### src/hdl/rttp_pkg.sv
`timescale 1ns / 1ps
// shared types, character codes and unit tables for the relative time parser
package rttp_pkg;

	localparam int UNIT_LETTERS_DEF = 7;
	localparam int DIR_LETTERS_DEF  = 3;

	// character codes
	localparam logic [7:0] CH_NUL   = 8'h00;
	localparam logic [7:0] CH_SPACE = 8'h20;
	localparam logic [7:0] CH_AT    = 8'h40;
	localparam logic [7:0] CH_ZERO  = 8'h30;
	localparam logic [7:0] CH_NINE  = 8'h39;
	localparam logic [7:0] CH_LOW_A = 8'h61;
	localparam logic [7:0] CH_LOW_Z = 8'h7a;

	localparam int         LIT_LEN_I = 17;
	localparam logic [4:0] LIT_LEN   = 5'd17;
	localparam logic [8*LIT_LEN_I-1:0] LIT_TEXT = "Undefined RelTime";

	localparam int         UNIT_COUNT = 7;
	localparam int         WORD_MAX   = 6;
	localparam logic [8*WORD_MAX-1:0] UNIT_WORD [UNIT_COUNT] = '{
		"second", "minute", "hour  ", "day   ", "week  ", "month ", "year  "
	};
	localparam logic [2:0] UNIT_LEN [UNIT_COUNT] = '{
		3'd6, 3'd6, 3'd4, 3'd3, 3'd4, 3'd5, 3'd4
	};

	localparam logic [8*3-1:0] DIR_AGO = "ago";

	typedef enum logic [1:0] {
		ST_VALID  = 2'd0,
		ST_SYNTAX = 2'd1,
		ST_UNDEF  = 2'd2,
		ST_RANGE  = 2'd3
	} status_t;

	// finished parse handed from the parser to the scaling stage
	typedef struct packed {
		status_t     status;
		logic [2:0]  unit;
		logic [31:0] qty;
	} rttp_res_t;

	function automatic logic [7:0] lit_char(input logic [4:0] pos);
		if (pos < LIT_LEN)
			return LIT_TEXT[8*(LIT_LEN_I-1-int'(pos)) +: 8];
		else
			return CH_NUL;
	endfunction

	function automatic logic [31:0] unit_secs(input logic [2:0] u);
		case (u)
			3'd0: return 32'd1;
			3'd1: return 32'd60;
			3'd2: return 32'd3600;
			3'd3: return 32'd86400;
			3'd4: return 32'd604800;
			3'd5: return 32'd2592000;
			3'd6: return 32'd31536000;
			default: return 32'd1;
		endcase
	endfunction

	function automatic logic [31:0] unit_max(input logic [2:0] u);
		case (u)
			3'd0: return 32'd2144448000;
			3'd1: return 32'd35740800;
			3'd2: return 32'd595680;
			3'd3: return 32'd24820;
			3'd4: return 32'd3545;
			3'd5: return 32'd827;
			3'd6: return 32'd68;
			default: return 32'd0;
		endcase
	endfunction

endpackage

### src/hdl/rttp_parse.sv
`timescale 1ns / 1ps
// input register and per-character parser that builds one result per string
module rttp_parse #(
	parameter int UNIT_LETTERS = rttp_pkg::UNIT_LETTERS_DEF,
	parameter int DIR_LETTERS  = rttp_pkg::DIR_LETTERS_DEF
) (
	input  logic                clk,
	input  logic                arst_n,
	input  logic [7:0]          char_code,
	input  logic                in_valid,
	output logic                in_ready,
	output logic                res_valid,
	output rttp_pkg::rttp_res_t res,
	input  logic                res_ready
);
	import rttp_pkg::*;

	localparam int BUF_LEN = (UNIT_LETTERS > DIR_LETTERS) ? UNIT_LETTERS : DIR_LETTERS;
	localparam int CNT_W   = $clog2(BUF_LEN + 1);
	localparam int IDX_W   = $clog2(BUF_LEN);
	localparam logic [CNT_W-1:0] UNIT_MAX_CNT = CNT_W'(UNIT_LETTERS);
	localparam logic [CNT_W-1:0] DIR_MAX_CNT  = CNT_W'(DIR_LETTERS);
	localparam logic [CNT_W-1:0] AGO_CNT      = CNT_W'(3);

	localparam logic [2:0] PH_SKIP = 3'd0;
	localparam logic [2:0] PH_LIT  = 3'd1;
	localparam logic [2:0] PH_AT   = 3'd2;
	localparam logic [2:0] PH_QTY  = 3'd3;
	localparam logic [2:0] PH_UNIT = 3'd4;
	localparam logic [2:0] PH_DIR  = 3'd5;
	localparam logic [2:0] PH_DONE = 3'd6;
	localparam logic [2:0] PH_ERR  = 3'd7;

	logic             valid_s1;
	logic [7:0]       char_s1;
	logic             take_s1;
	logic             res_free;

	logic [2:0]       phase_q, phase_d;
	logic [31:0]      qty_q, qty_d;
	logic [CNT_W-1:0] cnt_q, cnt_d;
	logic [2:0]       unit_q, unit_d;
	logic             neg_q, neg_d;
	logic [4:0]       lit_pos_q, lit_pos_d;
	logic [7:0]       buf_q [BUF_LEN];
	logic             buf_we;

	logic             res_valid_s2;
	rttp_res_t        res_s2;
	rttp_res_t        res_d;

	logic [UNIT_COUNT-1:0] word_ok;
	logic             unit_hit;
	logic [2:0]       unit_hit_idx;
	logic             dir_ago;
	logic             is_lower;
	logic             is_digit;
	logic [35:0]      qty_sum;
	logic [31:0]      qty_next;
	status_t          term_status;
	logic [2:0]       term_unit;
	logic             term_neg;

	// a terminator needs room in the result register, other characters always pass
	assign res_free = !res_valid_s2 || res_ready;
	assign take_s1  = valid_s1 && ((char_s1 != CH_NUL) || res_free);
	assign in_ready = !valid_s1 || take_s1;

	assign res_valid = res_valid_s2;
	assign res       = res_s2;

	always_comb begin
		for (int k = 0; k < UNIT_COUNT; k++) begin
			word_ok[k] = (cnt_q >= CNT_W'(UNIT_LEN[k]));
			for (int i = 0; i < WORD_MAX; i++) begin
				if ((i < int'(UNIT_LEN[k])) &&
				    (buf_q[i] != UNIT_WORD[k][8*(WORD_MAX-1-i) +: 8]))
					word_ok[k] = 1'b0;
			end
		end
	end

	// first table word wins
	always_comb begin
		unit_hit     = 1'b0;
		unit_hit_idx = 3'd0;
		for (int k = UNIT_COUNT - 1; k >= 0; k--) begin
			if (word_ok[k]) begin
				unit_hit     = 1'b1;
				unit_hit_idx = 3'(k);
			end
		end
	end

	assign dir_ago = (cnt_q == AGO_CNT) && (buf_q[0] == DIR_AGO[23:16]) &&
	                 (buf_q[1] == DIR_AGO[15:8]) && (buf_q[2] == DIR_AGO[7:0]);

	assign is_lower = char_s1 inside {[CH_LOW_A:CH_LOW_Z]};
	assign is_digit = char_s1 inside {[CH_ZERO:CH_NINE]};

	// acc * 10 + digit, saturating at all ones
	assign qty_sum  = {1'b0, qty_q, 3'b000} + {3'b000, qty_q, 1'b0} + {32'd0, char_s1[3:0]};
	assign qty_next = (|qty_sum[35:32]) ? 32'hffff_ffff : qty_sum[31:0];

	always_comb begin
		phase_d   = phase_q;
		qty_d     = qty_q;
		cnt_d     = cnt_q;
		unit_d    = unit_q;
		neg_d     = neg_q;
		lit_pos_d = lit_pos_q;
		buf_we    = 1'b0;
		if (char_s1 == CH_NUL) begin
			phase_d   = PH_SKIP;
			qty_d     = '0;
			cnt_d     = '0;
			unit_d    = '0;
			neg_d     = 1'b0;
			lit_pos_d = '0;
		end else begin
			case (phase_q)
				PH_SKIP: begin
					if (char_s1 != CH_SPACE) begin
						if (char_s1 == lit_char(5'd0)) begin
							phase_d   = PH_LIT;
							lit_pos_d = 5'd1;
						end else if (char_s1 == CH_AT) begin
							phase_d = PH_AT;
						end else begin
							phase_d = PH_ERR;
						end
					end
				end
				PH_LIT: begin
					if (lit_pos_q < LIT_LEN && char_s1 == lit_char(lit_pos_q))
						lit_pos_d = lit_pos_q + 5'd1;
					else
						phase_d = PH_ERR;
				end
				PH_AT: begin
					if (char_s1 == CH_SPACE) begin
						qty_d   = '0;
						phase_d = PH_QTY;
					end else begin
						phase_d = PH_ERR;
					end
				end
				PH_QTY: begin
					if (is_digit) begin
						qty_d = qty_next;
					end else if (char_s1 == CH_SPACE) begin
						cnt_d   = '0;
						phase_d = PH_UNIT;
					end else begin
						phase_d = PH_ERR;
					end
				end
				PH_UNIT: begin
					if (is_lower && cnt_q < UNIT_MAX_CNT) begin
						buf_we = 1'b1;
						cnt_d  = cnt_q + 1'b1;
					end else if (char_s1 == CH_SPACE && unit_hit) begin
						cnt_d   = '0;
						unit_d  = unit_hit_idx;
						phase_d = PH_DIR;
					end else begin
						phase_d = PH_ERR;
					end
				end
				PH_DIR: begin
					if (is_lower && cnt_q < DIR_MAX_CNT) begin
						buf_we = 1'b1;
						cnt_d  = cnt_q + 1'b1;
					end else if (char_s1 == CH_SPACE) begin
						neg_d   = dir_ago;
						phase_d = PH_DONE;
					end else begin
						phase_d = PH_ERR;
					end
				end
				default: ;
			endcase
		end
	end

	// outcome when the current character ends the string
	always_comb begin
		term_status = ST_SYNTAX;
		term_unit   = unit_q;
		term_neg    = neg_q;
		case (phase_q)
			PH_LIT: term_status = (lit_pos_q == LIT_LEN) ? ST_UNDEF : ST_SYNTAX;
			PH_UNIT: begin
				if (unit_hit) begin
					term_status = ST_VALID;
					term_unit   = unit_hit_idx;
					term_neg    = 1'b0;
				end
			end
			PH_DIR: begin
				term_status = ST_VALID;
				term_neg    = dir_ago;
			end
			PH_DONE: term_status = ST_VALID;
			default: ;
		endcase
		res_d.status = term_status;
		if (term_status == ST_VALID && qty_q > unit_max(term_unit))
			res_d.status = ST_RANGE;
		res_d.unit = term_unit;
		res_d.qty  = term_neg ? (32'd0 - qty_q) : qty_q;
	end

	always_ff @(posedge clk or negedge arst_n) begin
		if (!arst_n) begin
			valid_s1 <= 1'b0;
		end else if (in_valid && in_ready) begin
			valid_s1 <= 1'b1;
		end else if (take_s1) begin
			valid_s1 <= 1'b0;
		end
	end

	always_ff @(posedge clk) begin
		if (in_valid && in_ready)
			char_s1 <= char_code;
	end

	always_ff @(posedge clk or negedge arst_n) begin
		if (!arst_n) begin
			phase_q   <= PH_SKIP;
			qty_q     <= '0;
			cnt_q     <= '0;
			unit_q    <= '0;
			neg_q     <= 1'b0;
			lit_pos_q <= '0;
		end else if (take_s1) begin
			phase_q   <= phase_d;
			qty_q     <= qty_d;
			cnt_q     <= cnt_d;
			unit_q    <= unit_d;
			neg_q     <= neg_d;
			lit_pos_q <= lit_pos_d;
		end
	end

	always_ff @(posedge clk) begin
		if (take_s1 && buf_we)
			buf_q[cnt_q[IDX_W-1:0]] <= char_s1;
	end

	always_ff @(posedge clk or negedge arst_n) begin
		if (!arst_n) begin
			res_valid_s2 <= 1'b0;
		end else if (take_s1 && char_s1 == CH_NUL) begin
			res_valid_s2 <= 1'b1;
		end else if (res_ready) begin
			res_valid_s2 <= 1'b0;
		end
	end

	always_ff @(posedge clk) begin
		if (take_s1 && char_s1 == CH_NUL)
			res_s2 <= res_d;
	end

endmodule

### src/hdl/rttp_scale.sv
`timescale 1ns / 1ps
// scaling by seconds per unit, fallback value register and output register
module rttp_scale (
	input  logic                clk,
	input  logic                arst_n,
	input  logic                cfg_wr_en,
	input  logic signed [31:0]  cfg_wr_data,
	input  logic                res_valid,
	input  rttp_pkg::rttp_res_t res,
	output logic                res_ready,
	output logic                out_valid,
	input  logic                out_ready,
	output logic [1:0]          parse_status,
	output logic signed [31:0]  seconds,
	output logic [2:0]          unit_kind
);
	import rttp_pkg::*;

	logic signed [31:0] invalid_q;
	logic               out_valid_q;
	logic [1:0]         status_q;
	logic signed [31:0] seconds_q;
	logic [2:0]         unit_q;
	logic [31:0]        prod;
	logic               load;

	// quantity already carries its sign, so the low word of the product is final
	assign prod      = res.qty * unit_secs(res.unit);
	assign res_ready = !out_valid_q || out_ready;
	assign load      = res_valid && res_ready;

	always_ff @(posedge clk or negedge arst_n) begin
		if (!arst_n) begin
			invalid_q <= 32'sd2147483646;
		end else if (cfg_wr_en) begin
			invalid_q <= cfg_wr_data;
		end
	end

	always_ff @(posedge clk or negedge arst_n) begin
		if (!arst_n) begin
			out_valid_q <= 1'b0;
		end else if (load) begin
			out_valid_q <= 1'b1;
		end else if (out_ready) begin
			out_valid_q <= 1'b0;
		end
	end

	always_ff @(posedge clk) begin
		if (load) begin
			status_q <= res.status;
			if (res.status == ST_VALID) begin
				seconds_q <= prod;
				unit_q    <= res.unit;
			end else begin
				seconds_q <= invalid_q;
				unit_q    <= 3'd0;
			end
		end
	end

	assign out_valid    = out_valid_q;
	assign parse_status = status_q;
	assign seconds      = seconds_q;
	assign unit_kind    = unit_q;

endmodule

### src/hdl/relative_time_text_parser.sv
`timescale 1ns / 1ps
// top level of the relative time text parser
// usage:
//   characters enter on char_code with in_valid / in_ready, one item per cycle while ready.
//   a zero character ends the string and produces one result on the output
//   channel (parse_status, seconds, unit_kind with out_valid / out_ready);
//   other characters produce nothing.
//   cfg_wr_en / cfg_wr_data load the seconds value given with every status
//   other than valid; write it only while the parser is idle.
// timing:
//   throughput is one character per cycle while in_ready is high. a result
//   passes from the input register through the parser into its result
//   register, then through the multiply into the output register.
// reset:
//   arst_n clears the parser to the waiting-for-first-non-blank state, empties the
//   input, result and output registers and sets the fallback to 2147483646.
// stall:
//   a held result keeps its value; characters that end no string keep flowing,
//   and one more finished string can wait in the parser's result register
//   before in_ready drops.
module relative_time_text_parser #(
	parameter int UNIT_LETTERS = rttp_pkg::UNIT_LETTERS_DEF,
	parameter int DIR_LETTERS  = rttp_pkg::DIR_LETTERS_DEF
) (
	input  logic               clk,
	input  logic               arst_n,
	input  logic [7:0]         char_code,
	input  logic               in_valid,
	output logic               in_ready,
	output logic [1:0]         parse_status,
	output logic signed [31:0] seconds,
	output logic [2:0]         unit_kind,
	output logic               out_valid,
	input  logic               out_ready,
	input  logic               cfg_wr_en,
	input  logic signed [31:0] cfg_wr_data
);
	import rttp_pkg::*;

	rttp_res_t res;
	logic      res_valid;
	logic      res_ready;

	rttp_parse #(
		.UNIT_LETTERS (UNIT_LETTERS),
		.DIR_LETTERS  (DIR_LETTERS)
	) u_parse (
		.clk       (clk),
		.arst_n    (arst_n),
		.char_code (char_code),
		.in_valid  (in_valid),
		.in_ready  (in_ready),
		.res_valid (res_valid),
		.res       (res),
		.res_ready (res_ready)
	);

	rttp_scale u_scale (
		.clk          (clk),
		.arst_n       (arst_n),
		.cfg_wr_en    (cfg_wr_en),
		.cfg_wr_data  (cfg_wr_data),
		.res_valid    (res_valid),
		.res          (res),
		.res_ready    (res_ready),
		.out_valid    (out_valid),
		.out_ready    (out_ready),
		.parse_status (parse_status),
		.seconds      (seconds),
		.unit_kind    (unit_kind)
	);

endmodule

### config.mk
export PLATFORM = sky130hd
export DESIGN_NAME = relative_time_text_parser
export DESIGN_NICKNAME = d
export VERILOG_FILES = /design/src/hdl/rttp_pkg.sv /design/src/hdl/rttp_parse.sv /design/src/hdl/rttp_scale.sv /design/src/hdl/relative_time_text_parser.sv
export SDC_FILE = /design/constraint.sdc
export NUM_CORES = 1
export LEC_CHECK = 0
export ABC_AREA = 1
export BUFFER_PORTS_ARGS = -buffer_cell sky130_fd_sc_hd__buf_2
export CAP_MARGIN = 20
export CORE_ASPECT_RATIO = 0.8
export CORE_MARGIN = 1.5
export CORE_UTILIZATION = 30
export DETAILED_ROUTE_END_ITERATION = 12
export GPL_ROUTABILITY_DRIVEN = 0
export GPL_TIMING_DRIVEN = 0
export HOLD_SLACK_MARGIN = 0.06
export PLACE_DENSITY_LB_ADDON = 0.25
export REMOVE_ABC_BUFFERS = 1
export SLEW_MARGIN = 20
export SYNTH_ARGS = -nofsm -noshare
export SYNTH_HDL_FRONTEND = slang
export SYNTH_HIERARCHICAL = 1
export SYNTH_SLANG_ARGS = --single-unit
### constraint.sdc
create_clock -name clk -period 13.9 [get_ports clk]
set_input_delay 0.695 -clock clk [delete_from_list [all_inputs] [get_ports clk]]
set_output_delay 0.695 -clock clk [all_outputs]
set_load 0.02 [all_outputs]
==> out/metrics.yaml, run 1 <==
outcome: "completed"
io_buffer_count: 83
synth_ff_type: "edfxtp_1"
fp.dieH_um: 277
post_drt_via_cell_ratio: 4.59
row_count: 100
timing.max_cap.violations: 0
synthesis.instances: 3564
design.die.area_mm2: 0.0954
setup.worst_path.start_class: "register"
proportion_of_register_bits_with_asynchronous_set_or_reset_after_synthesis_pct: 38.7
design.final.nets: 4239
path_class: "reg -> reg"
detailedRoute.firstIterationViolations: 1701
fin_ws_ns: 4.61
cts.htree.levels: 1
cp_slowest_stage_delay_ns: 0.74
dp_worst_setup_slack_ns: 4.69
crit_top_cell: "fa_1"
yosysTopAreaCellShare_pct: 23.4
rsz_0062_raised_after_global_routing: "false"
antenna_left: 0
ir_drop_mv: 0.0949
count_of_flip_flops_with_a_built_in_enable_after_synthesis: 130
clock_transition_time_at_the_flip_flop_clock_pins_of_the_worst_setup_and_hold_paths_ns: 0.07
die-width_um: 345
grt_overflow: 0
clock_tree.root_cell: "clkbuf_16"
hold_path_startpoint: "cfg_wr_data[24]"
hold_path_class: "in -> reg"
cp_max_fo: 21
grt_antenna_before_repair: 1
drtPass1Iterations: 8
setup_tns_ns: 0
layout_cells_sized_above_1_pct: 7.83
final_critical_path_share_of_the_clock_period_pct: 66.8
clk-insertion-delay-late_ns: 0.62
place_hpwl_um: 67200
cts_sinks: 212
detailroute.via_count: 22249
finClkSkew_ns: 0.0712
clock_tree.buffer_depth: 3
synth_cell_type_count: 65
report.final.hold_viol_count: 0
report.final.setup_viol: 0
pin_count: 84
worstMarginPinSlew_ns: 1.05
final_max_slew_viol_count: 0
cts_buffers: 25
yosysMostFrequentCell: "inv_1"
max_freq_mhz: 108
routed_wirelength_um: 79800
ys_ff_latch: 212
grt_use_total_pct: 17.2
ys_warn_count: 6
sequential_fraction_of_the_synthesis_area_pct: 21.4
grt_first_pass_wirelength_um: 128000
cpMaxStageDelayCell: "edfxtp_1"
period_minus_slack_ns: 9.29
netlist_top_cells_area: "fa_1, edfxtp_1, ha_1"
yosysTopAreaCell: "fa_1"
ff2ff_path_depth: 28
whs_endpoint: "u_scale/invalid_q[24]"
netlist_top_cells_count: "inv_1, nand2_1, nor2_1"
power.density_mw_per_mm2: 63.0
post_synth.cell_area_avg_um2: 7.87
via_count_of_the_first_global_routing_pass: 22035
routed_wire_length_per_instance_um: 16.5
largest_net_degree_at_the_start_of_global_routing: 64
regToRegSetupSlack_ns: 4.61
drc: 0
required_arrival_time_at_the_worst_endpoint_ns: 14.11
worst-endpoint-arrival_ns: 9.49
fp.coreArea_mm2: 0.0928
power_leakage_nw: 16.2
tritoncts_clock_tree: "done"
r2r_end: "u_scale/seconds[28]"
maxSlewHeadroom_pct: 29.1
flow.area_growth_from_synthesis_pct: 9.44
worst_r2r_startpoint: "u_parse/res[33]"
synthesis.area_mm2: 0.0281
initial_utilization_pct: 30.2
endpoint_kind: "register"
worstHoldPathCells: 3
[routing by layer]
metal  GRT usage (%)  routed length [µm]
met3            3.40                5450
met5               0                   0
met2            24.2               32200
met4            2.17                 848
met1            27.2               41400
[how the worst max path moves through the flow]
| stage | start | endpoint | slack (ns) | cells after the start |
|---|---|---|---|---|
| floorplan | u_parse/res[34] | u_scale/seconds[28] | 6.70 | 30 |
| global placement | u_parse/res[34] | u_scale/seconds[28] | 3.81 | 25 |
| detailed placement | u_parse/res[33] | u_scale/seconds[28] | 4.69 | 28 |
| CTS | u_parse/res[33] | u_scale/seconds[28] | 4.65 | 28 |
| global route | u_parse/res[33] | u_scale/seconds[28] | 4.13 | 28 |
| finish | u_parse/res[33] | u_scale/seconds[28] | 4.61 | 28 |
[cell families after synthesis]
logic type	share of synthesized area [%]
flip-flops	21.4
adder cells (fa/ha/maj)	34.9
XOR/XNOR	1.94
AO/OA/AOI/OAI	5.78
buffers and inverters	12.9
multiplexers	0.0803
AND/OR/NAND/NOR	23.0
[report_power, final]
part	leakage [nW]	total [W]	internal (W)	switching [W]
clock network	0.398	0.000662	0.000372	0.000290
registers	2.13	0.000745	0.000703	0.0000423
logic	13.7	0.000529	0.000179	0.000350
total	16.2	0.00194	0.00125	0.000683
[metrics by stage]
step	instances	power, W	utilization [%]	hold slack [ns]	instance area (µm²)
finish	4851	0.00194	33.1	0.285	30700
global route	4850	0.00206	33.1	0.272	30700
CTS	4850	0.00196	33.1	0.258	30700
detailed placement	4803	0.00128	32.2	0.470	29900
global placement	4795	0.00128	31.9	0.468	29600
floorplan	3488	0.00112	-	0.399	27700
[area by class of cell]
class | instances | area [µm²]
Clock buffer | 34 | 689
Clock inverter | 12 | 125
Timing Repair Buffer | 92 | 616
Inverter | 853 | 3210
Tap cell | 1224 | 1530
Fill cell | 9942 | 62100
Multi-Input combinational cell | 2423 | 18500
Sequential cell | 212 | 5990
Antenna cell | 1 | 2.50
[layout by cell type, fill, tap and decap left out, types with 10 or more instances in the layout]
cell	n
dfstp_2	30
buf_2	81
edfxtp_1	130
nor2_2	15
fa_1	328
nand2_1	695
nand2_2	18
o21ai_0	131
nor2_1	384
xor2_1	35
a21oi_1	94
inv_2	12
nand3b_1	19
ha_1	259
nor3_1	43
nor2_4	11
dfrtp_1	52
inv_1	830
o21bai_1	12
nand3_1	191
nand4_1	42
xnor2_1	27
or2_2	16
nand2_4	15
a21o_1	10
clkbuf_16	25
[flip-flops by register name, summed over array words and instances, names as in the netlist, 3 cells and up]
name and flops:
u_parse/unit_q 3, u_scale/unit_kind 3, u_scale/invalid_q 32, u_parse/lit_pos_q 5, u_parse/char_s1 8, u_parse/res 37, u_parse/buf_q 48, u_scale/seconds 32
u_parse/phase_q 3, u_parse/qty_q 32, u_parse/cnt_q 3
[critical path, delay by kind of cell (launching register included)]
| family | cells | cell delay [ns] |
|---|---|---|
| adder cells (fa/ha/maj) | 8 | 3.90 |
| AND/OR/NAND/NOR | 8 | 2.27 |
| buffers and inverters | 6 | 0.55 |
| AO/OA/AOI/OAI | 6 | 1.37 |
| flip-flops | 1 | 0.74 |
[what timing repair did]
item | in CTS | in global routing
endpoints found under the setup margin | 0 | 0
endpoints found under the hold margin | 15 | 0
resized for setup | 0 | 0
hold buffers | 1 | 0
setup buffers | 0 | 0
Power figures use the tool's default switching activity.
==> inputs of run 2 (changes only) <==
- clock period: 13.9 -> 9.05 ns (I/O delays scaled with it)
==> run 2 against run 1 <==
Compared with the run above: register-to-register slack worse by 4.2 ns; critical path type unchanged; wire length is 0.38% higher; critical path depth is 2 higher; largest power group unchanged.
==> out/metrics.yaml, run 2 (synthesis gave the netlist of run 1 again) <==
layout.cells.most_common_list: "inv_1, nand2_1, nor2_1, fa_1, ha_1"
crit_start: "u_parse/res[33]"
detailroute.via_count: 22338
ff2ff_path_depth: 30
place_hpwl_um: 67200
grt_first_pass_wirelength_um: 128000
layout_commonest_cell: "inv_1"
cts_sinks: 212
r2r_end: "u_scale/seconds[26]"
layout_cells_sized_above_1_pct: 8.03
via_count_of_the_first_global_routing_pass: 22132
required_arrival_time_at_the_worst_endpoint_ns: 9.38
seqPwrFrac_pct: 38.4
routed_wirelength_um: 80100
report.final.setup_viol: 0
clock_tree.root_cell: "clkbuf_16"
fp.dieH_um: 277
worstHoldPathCells: 1
switchingPower_w: 0.00105
period_minus_slack_ns: 8.61
initial_utilization_pct: 30.2
clock_transition_time_at_the_flip_flop_clock_pins_of_the_worst_setup_and_hold_paths_ns: 0.06
antenna_left: 0
row_count: 100
hold_path_class: "in -> reg"
ir_drop_mv: 0.146
pin_count: 84
path_class: "reg -> reg"
regToRegSetupSlack_ns: 0.44
clk-insertion-delay-late_ns: 0.62
io_buffer_count: 83
clock_tree.buffer_depth: 3
tritoncts_clock_tree: "done"
design.die.area_mm2: 0.0954
holdWs_ns: 0.0906
power_leakage_nw: 16.3
flow.area_growth_from_synthesis_pct: 10.2
post_drt_via_cell_ratio: 4.58
drc: 0
grt_use_total_pct: 17.2
design.final.nets: 4261
grt.met3_usage_pct: 3.41
tot_pwr_w: 0.00298
m2_gr_usage_pct: 24.3
largest_register_ff_count: 48
p_comb_share_pct: 27.4
finClkSkew_ns: 0.0667
grt_overflow: 0
worstSetupEndpoint: "u_scale/seconds[26]"
internal_power_w: 0.00193
clock_power_share_pct: 34.2
worstMarginPinSlew_ns: 1.07
use_met1_pct: 27.2
n_antenna_cell: 0
die-width_um: 345
report.final.hold_viol_count: 0
rsz_0062_raised_after_global_routing: "false"
endpoint_kind: "register"
grt_antenna_before_repair: 1
maxSlewHeadroom_pct: 28.1
setup.worst_path.start_class: "register"
detailedRoute.firstIterationViolations: 1765
crit_top_cell: "fa_1"
worst_r2r_startpoint: "u_parse/res[33]"
largest_net_degree_at_the_start_of_global_routing: 64
final_critical_path_share_of_the_clock_period_pct: 95.1
outcome: "completed"
grt_busiest_layer: "met1"
drtPass1Iterations: 6
timing.max_cap.violations: 0
cpMaxStageDelayCell: "fa_1"
final_max_slew_viol_count: 0
max_freq_mhz: 116
power.density_mw_per_mm2: 96.4
cp_slowest_stage_delay_ns: 0.59
netSwitchingFraction_pct: 35.3
worst-endpoint-arrival_ns: 8.94
routed_wire_length_per_instance_um: 16.5
fp.coreArea_mm2: 0.0928
cts_buffers: 25
cp_max_fo: 25
cts.htree.levels: 1
[run 2: changes by cell type in the layout (fill, tap and decap cells not counted), sizes merged]
cell         change
clkbuf           +1
buf              +8
dlygate4sd3     +13
diode            -1
[run 2: worst min path at each step]
| stage | from | endpoint |
|---|---|---|
| after floorplan | arst_n | u_parse/cnt_q[0] |
| after global placement | u_scale/invalid_q[26] | u_scale/invalid_q[26] |
| after detailed placement | arst_n | u_parse/qty_q[28] |
| after CTS | char_code[5] | u_parse/char_s1[5] |
| after global routing | char_code[5] | u_parse/char_s1[5] |
| final | char_code[5] | u_parse/char_s1[5] |
[run 2: per-layer routing]
| metal | wire, µm | up-vias | share of wire, % |
|---|---|---|---|
| met4 | 846 | 0 | 1.1 |
| met1 | 41400 | 10663 | 52 |
| met5 | 0 | - | 0 |
| met3 | 5520 | 50 | 6.9 |
| met2 | 32400 | 562 | 40 |
| li1 | - | 11063 | - |
[run 2: power groups by stage]
stage          clock (W)  sequential, W  combinational (W)
2_1_floorplan          0        0.00114           0.000587
3_3_place_gp           0        0.00116           0.000799
3_5_place_dp           0        0.00116           0.000808
4_1_cts          0.00105        0.00114           0.000818
5_1_grt          0.00109        0.00115           0.000929
6_report         0.00102        0.00114           0.000817
[run 2: stage by stage]
step                area [µm²]  util [%]  TNS [ns]  cells  worst slack, ns
CTS                      30900      33.3         0   4869           0.0103
floorplan                27700         -         0   3488             1.85
global placement         29600      31.9     -6.08   4795            -1.04
finish                   30900      33.3         0   4872            0.442
global route             30900      33.3         0   4872           0.0585
detailed placement       29900      32.2    -0.163   4803           -0.163
[run 2: cell type report]
type / instances / area (µm²)
Fill cell: 9923 / 61900
Multi-Input combinational cell: 2423 / 18500
Sequential cell: 212 / 5990
Inverter: 853 / 3210
Tap cell: 1224 / 1530
Timing Repair Buffer: 114 / 826
Clock buffer: 34 / 689
Clock inverter: 12 / 125
[run 2: critical path, delay by kind of cell, from the launching register on]
| kind | cells | cell delay [ns] |
|---|---|---|
| adders and majority gates | 8 | 3.90 |
| and+or+nand+nor | 9 | 1.91 |
| buffers and inverters | 8 | 1.03 |
| AOI/OAI and AO/OA | 5 | 0.95 |
| DFF | 1 | 0.48 |
[run 2: what timing repair did]
item | CTS | global route
setup endpoints to repair | 1 | 3
gates cloned | 0 | 0
pin swaps | 0 | 0
hold buffers | 14 | 0
hold endpoints to repair | 60 | 0
buffers inserted | 6 | 2
gates resized for setup | 1 | 0
==> inputs of run 3 (changes only) <==
- ABC_AREA: 1 -> unset
- MAX_ROUTING_LAYER: unset -> met4
==> run 3 against run 2 <==
Compared with the run above: critical path depth is 4 lower; final cell count is 18% lower; combinational power is 57% higher; first-iteration DRC count is 27% lower; highest routed layer unchanged; largest power group unchanged; fmax is 1.8% lower; global-route usage is 0.36 points lower; synthesized cell count is 23% lower; flip-flop and latch count stayed put; register-to-register slack worse by 0.15 ns; cell area is 4.7% lower.
==> out/metrics.yaml, run 3 <==
outcome: "completed"
cp_max_fo: 20
worst-endpoint-arrival_ns: 9.06
seqPwrFrac_pct: 36.1
setup.worst_path.start_class: "register"
antenna_left: 0
endpoint_kind: "register"
report.final.hold_viol_count: 0
routed_wirelength_um: 73500
via_count_of_the_first_global_routing_pass: 19311
io_buffer_count: 83
placedInstanceArea_mm2: 0.0284
clk-insertion-delay-late_ns: 0.59
synthesis.instances: 2762
drc: 0
yosysTopAreaCellShare_pct: 24.7
ys_warn_count: 6
sequential_fraction_of_the_synthesis_area_pct: 22.5
detailedRoute.firstIterationViolations: 1294
path_class: "reg -> reg"
hold_path_class: "in -> reg"
layout_cells_sized_above_1_pct: 9.96
pin_count: 84
fp.coreArea_mm2: 0.0877
detailroute.via_count: 19137
worstHoldPathCells: 2
grt_first_pass_wirelength_um: 116000
layout_commonest_cell: "inv_1"
routed_wire_length_per_instance_um: 18.4
yosysTopAreaCell: "fa_1"
initial_utilization_pct: 30.4
switchingPower_w: 0.00135
count_of_flip_flops_with_a_built_in_enable_after_synthesis: 130
layout.cell_area.non_filler_mm2: 0.0295
n_antenna_cell: 0
die-width_um: 336
cts_sinks: 212
tritoncts_clock_tree: "done"
final_max_slew_viol_count: 0
rsz_0062_raised_after_global_routing: "false"
layoutNonFillerInstCount: 3998
drtPass1Iterations: 5
power.density_mw_per_mm2: 125
clock_power_share_pct: 29.1
proportion_of_register_bits_with_asynchronous_set_or_reset_after_synthesis_pct: 38.7
placed_cells_incl_taps: 3938
cts_buffers: 24
synth_cell_type_count: 109
ff2ff_path_depth: 26
period_minus_slack_ns: 8.76
power_leakage_nw: 13.8
grt_use_total_pct: 16.8
p_comb_share_pct: 34.8
yosysMostFrequentCell: "inv_1"
design.die.area_mm2: 0.0906
fillCellCount: 9098
required_arrival_time_at_the_worst_endpoint_ns: 9.35
synthesis.area_mm2: 0.0266
holdWs_ns: 0.108
worstMarginPinSlew_ns: 0.962
cts.htree.levels: 1
netSwitchingFraction_pct: 36.6
internal_power_w: 0.00233
timing.max_cap.violations: 0
ir_drop_mv: 0.163
largest_net_degree_at_the_start_of_global_routing: 57
clock_tree.buffer_depth: 3
post_drt_via_cell_ratio: 4.79
netlist_top_cells_area: "fa_1, edfxtp_1, ha_1"
max_freq_mhz: 114
flow.area_growth_from_synthesis_pct: 10.6
ys_ff_latch: 212
synth_ff_type: "edfxtp_1"
post_synth.cell_area_avg_um2: 9.64
layout.cells.most_common_list: "inv_1, fa_1, ha_1, nand2_1, and2_1"
clock_transition_time_at_the_flip_flop_clock_pins_of_the_worst_setup_and_hold_paths_ns: 0.06
row_count: 97
grt_antenna_before_repair: 3
clock_tree.root_cell: "clkbuf_16"
final_critical_path_share_of_the_clock_period_pct: 96.8
design.final.nets: 3424
finClkSkew_ns: 0.0265
largest_register_ff_count: 48
fp.dieH_um: 270
maxSlewHeadroom_pct: 35.9
grt_overflow: 0
netlist_top_cells_count: "inv_1, fa_1, ha_1"
report.final.setup_viol: 0
place_hpwl_um: 58400
==> run 3: worst paths after layout <==
path,startpoint,endpoint,slack [ns]
worst max-delay path,u_parse/res[32],u_scale/seconds[30],0.29
worst min-delay path,cfg_wr_data[5],u_scale/invalid_q[5],0.11
worst max register to register,u_parse/res[32],u_scale/seconds[30],0.29
worst min register to register,u_scale/invalid_q[31],u_scale/invalid_q[31],0.51
max in group asynchronous,arst_n,u_scale/invalid_q[20],8.02
min in group asynchronous,arst_n,u_parse/qty_q[31],0.32
==> run 3: kinds of logic (layout without fill, tap and decap cells) <==
kind of cell,Yosys count,in the layout,synth area share (%)
AND/OR/NAND/NOR,752,752,15.1
buffers and inverters,653,701,9.46
adder cells (fa/ha/maj),589,589,36.9
AO/OA/AOI/OAI,389,389,10.0
flip-flops,212,212,22.5
XOR/XNOR,127,127,4.31
multiplexers,40,40,1.71
==> run 3: final cells by class <==
type                    instances  area, µm²  share of cell area, %
repair buffers                111        817                   2.77
flip-flops and latches        212       5990                   20.3
clock buffers                  29        629                   2.14
well taps                    1188       1490                   5.05
multi-input cells            1897      18300                   62.0
inverters                     546       2050                   6.96
clock inverters                15        225                  0.764
==> run 3: what timing repair did <==
action / in CTS / in global routing
hold buffers: 11 / 0
setup endpoints to repair: 4 / 3
buffers inserted: 2 / 3
hold endpoints to repair: 44 / 0
cloned: 0 / 0
resized for setup: 5 / 4
==> run 3: stage by stage <==
| step | setup slack, ns | total power [W] | util, % | TNS (ns) |
|---|---|---|---|---|
| 2_1_floorplan | 0.952 | 0.00225 | - | 0 |
| 6_report | 0.288 | 0.00368 | 33.6 | 0 |
| 4_1_cts | 0.0567 | 0.00372 | 33.5 | 0 |
| 3_5_place_dp | -0.731 | 0.00261 | 32.4 | -2.27 |
| 5_1_grt | 0.0365 | 0.00394 | 33.6 | 0 |
| 3_3_place_gp | -3.39 | 0.00260 | 32.0 | -48.68 |
==> run 3: worst max-delay path: stages (launching register included) <==
cell      delay, ns
edfxtp_1       0.44
buf_8          0.20
nand2b_2       0.20
a21o_2         0.26
nand2_2        0.29
and2_1         0.33
or2_2          0.32
fa_1           0.45
fa_1           0.55
inv_1          0.06
fa_1           0.54
inv_1          0.06
fa_1           0.53
fa_1           0.47
fa_1           0.49
inv_1          0.05
fa_1           0.47
inv_1          0.04
ha_1           0.35
and4_1         0.19
and3_1         0.25
and2_1         0.18
a221oi_1       0.62
a21oi_2        0.29
a31oi_1        0.34
xor2_2         0.39
o21ai_1        0.10
==> run 3: routing by layer <==
metal / wire length (µm) / vias up / GRT usage (%) / part of all wire (%)
li1: - / 9149 / - / -
met1: 38900 / 9486 / 26.4 / 53
met2: 29900 / 443 / 23.3 / 41
met3: 3550 / 59 / 1.86 / 4.8
met4: 1070 / 0 / 2.51 / 1.5
met5: 0 / - / - / 0
==> run 3: power groups by stage <==
| stage | Combinational [W] | Sequential (W) | Clock, W |
|---|---|---|---|
| global placement | 0.00126 | 0.00134 | 0 |
| CTS | 0.00129 | 0.00132 | 0.00111 |
| global route | 0.00145 | 0.00135 | 0.00114 |
| floorplan | 0.000964 | 0.00128 | 0 |
| detailed placement | 0.00127 | 0.00134 | 0 |
| finish | 0.00128 | 0.00133 | 0.00107 |
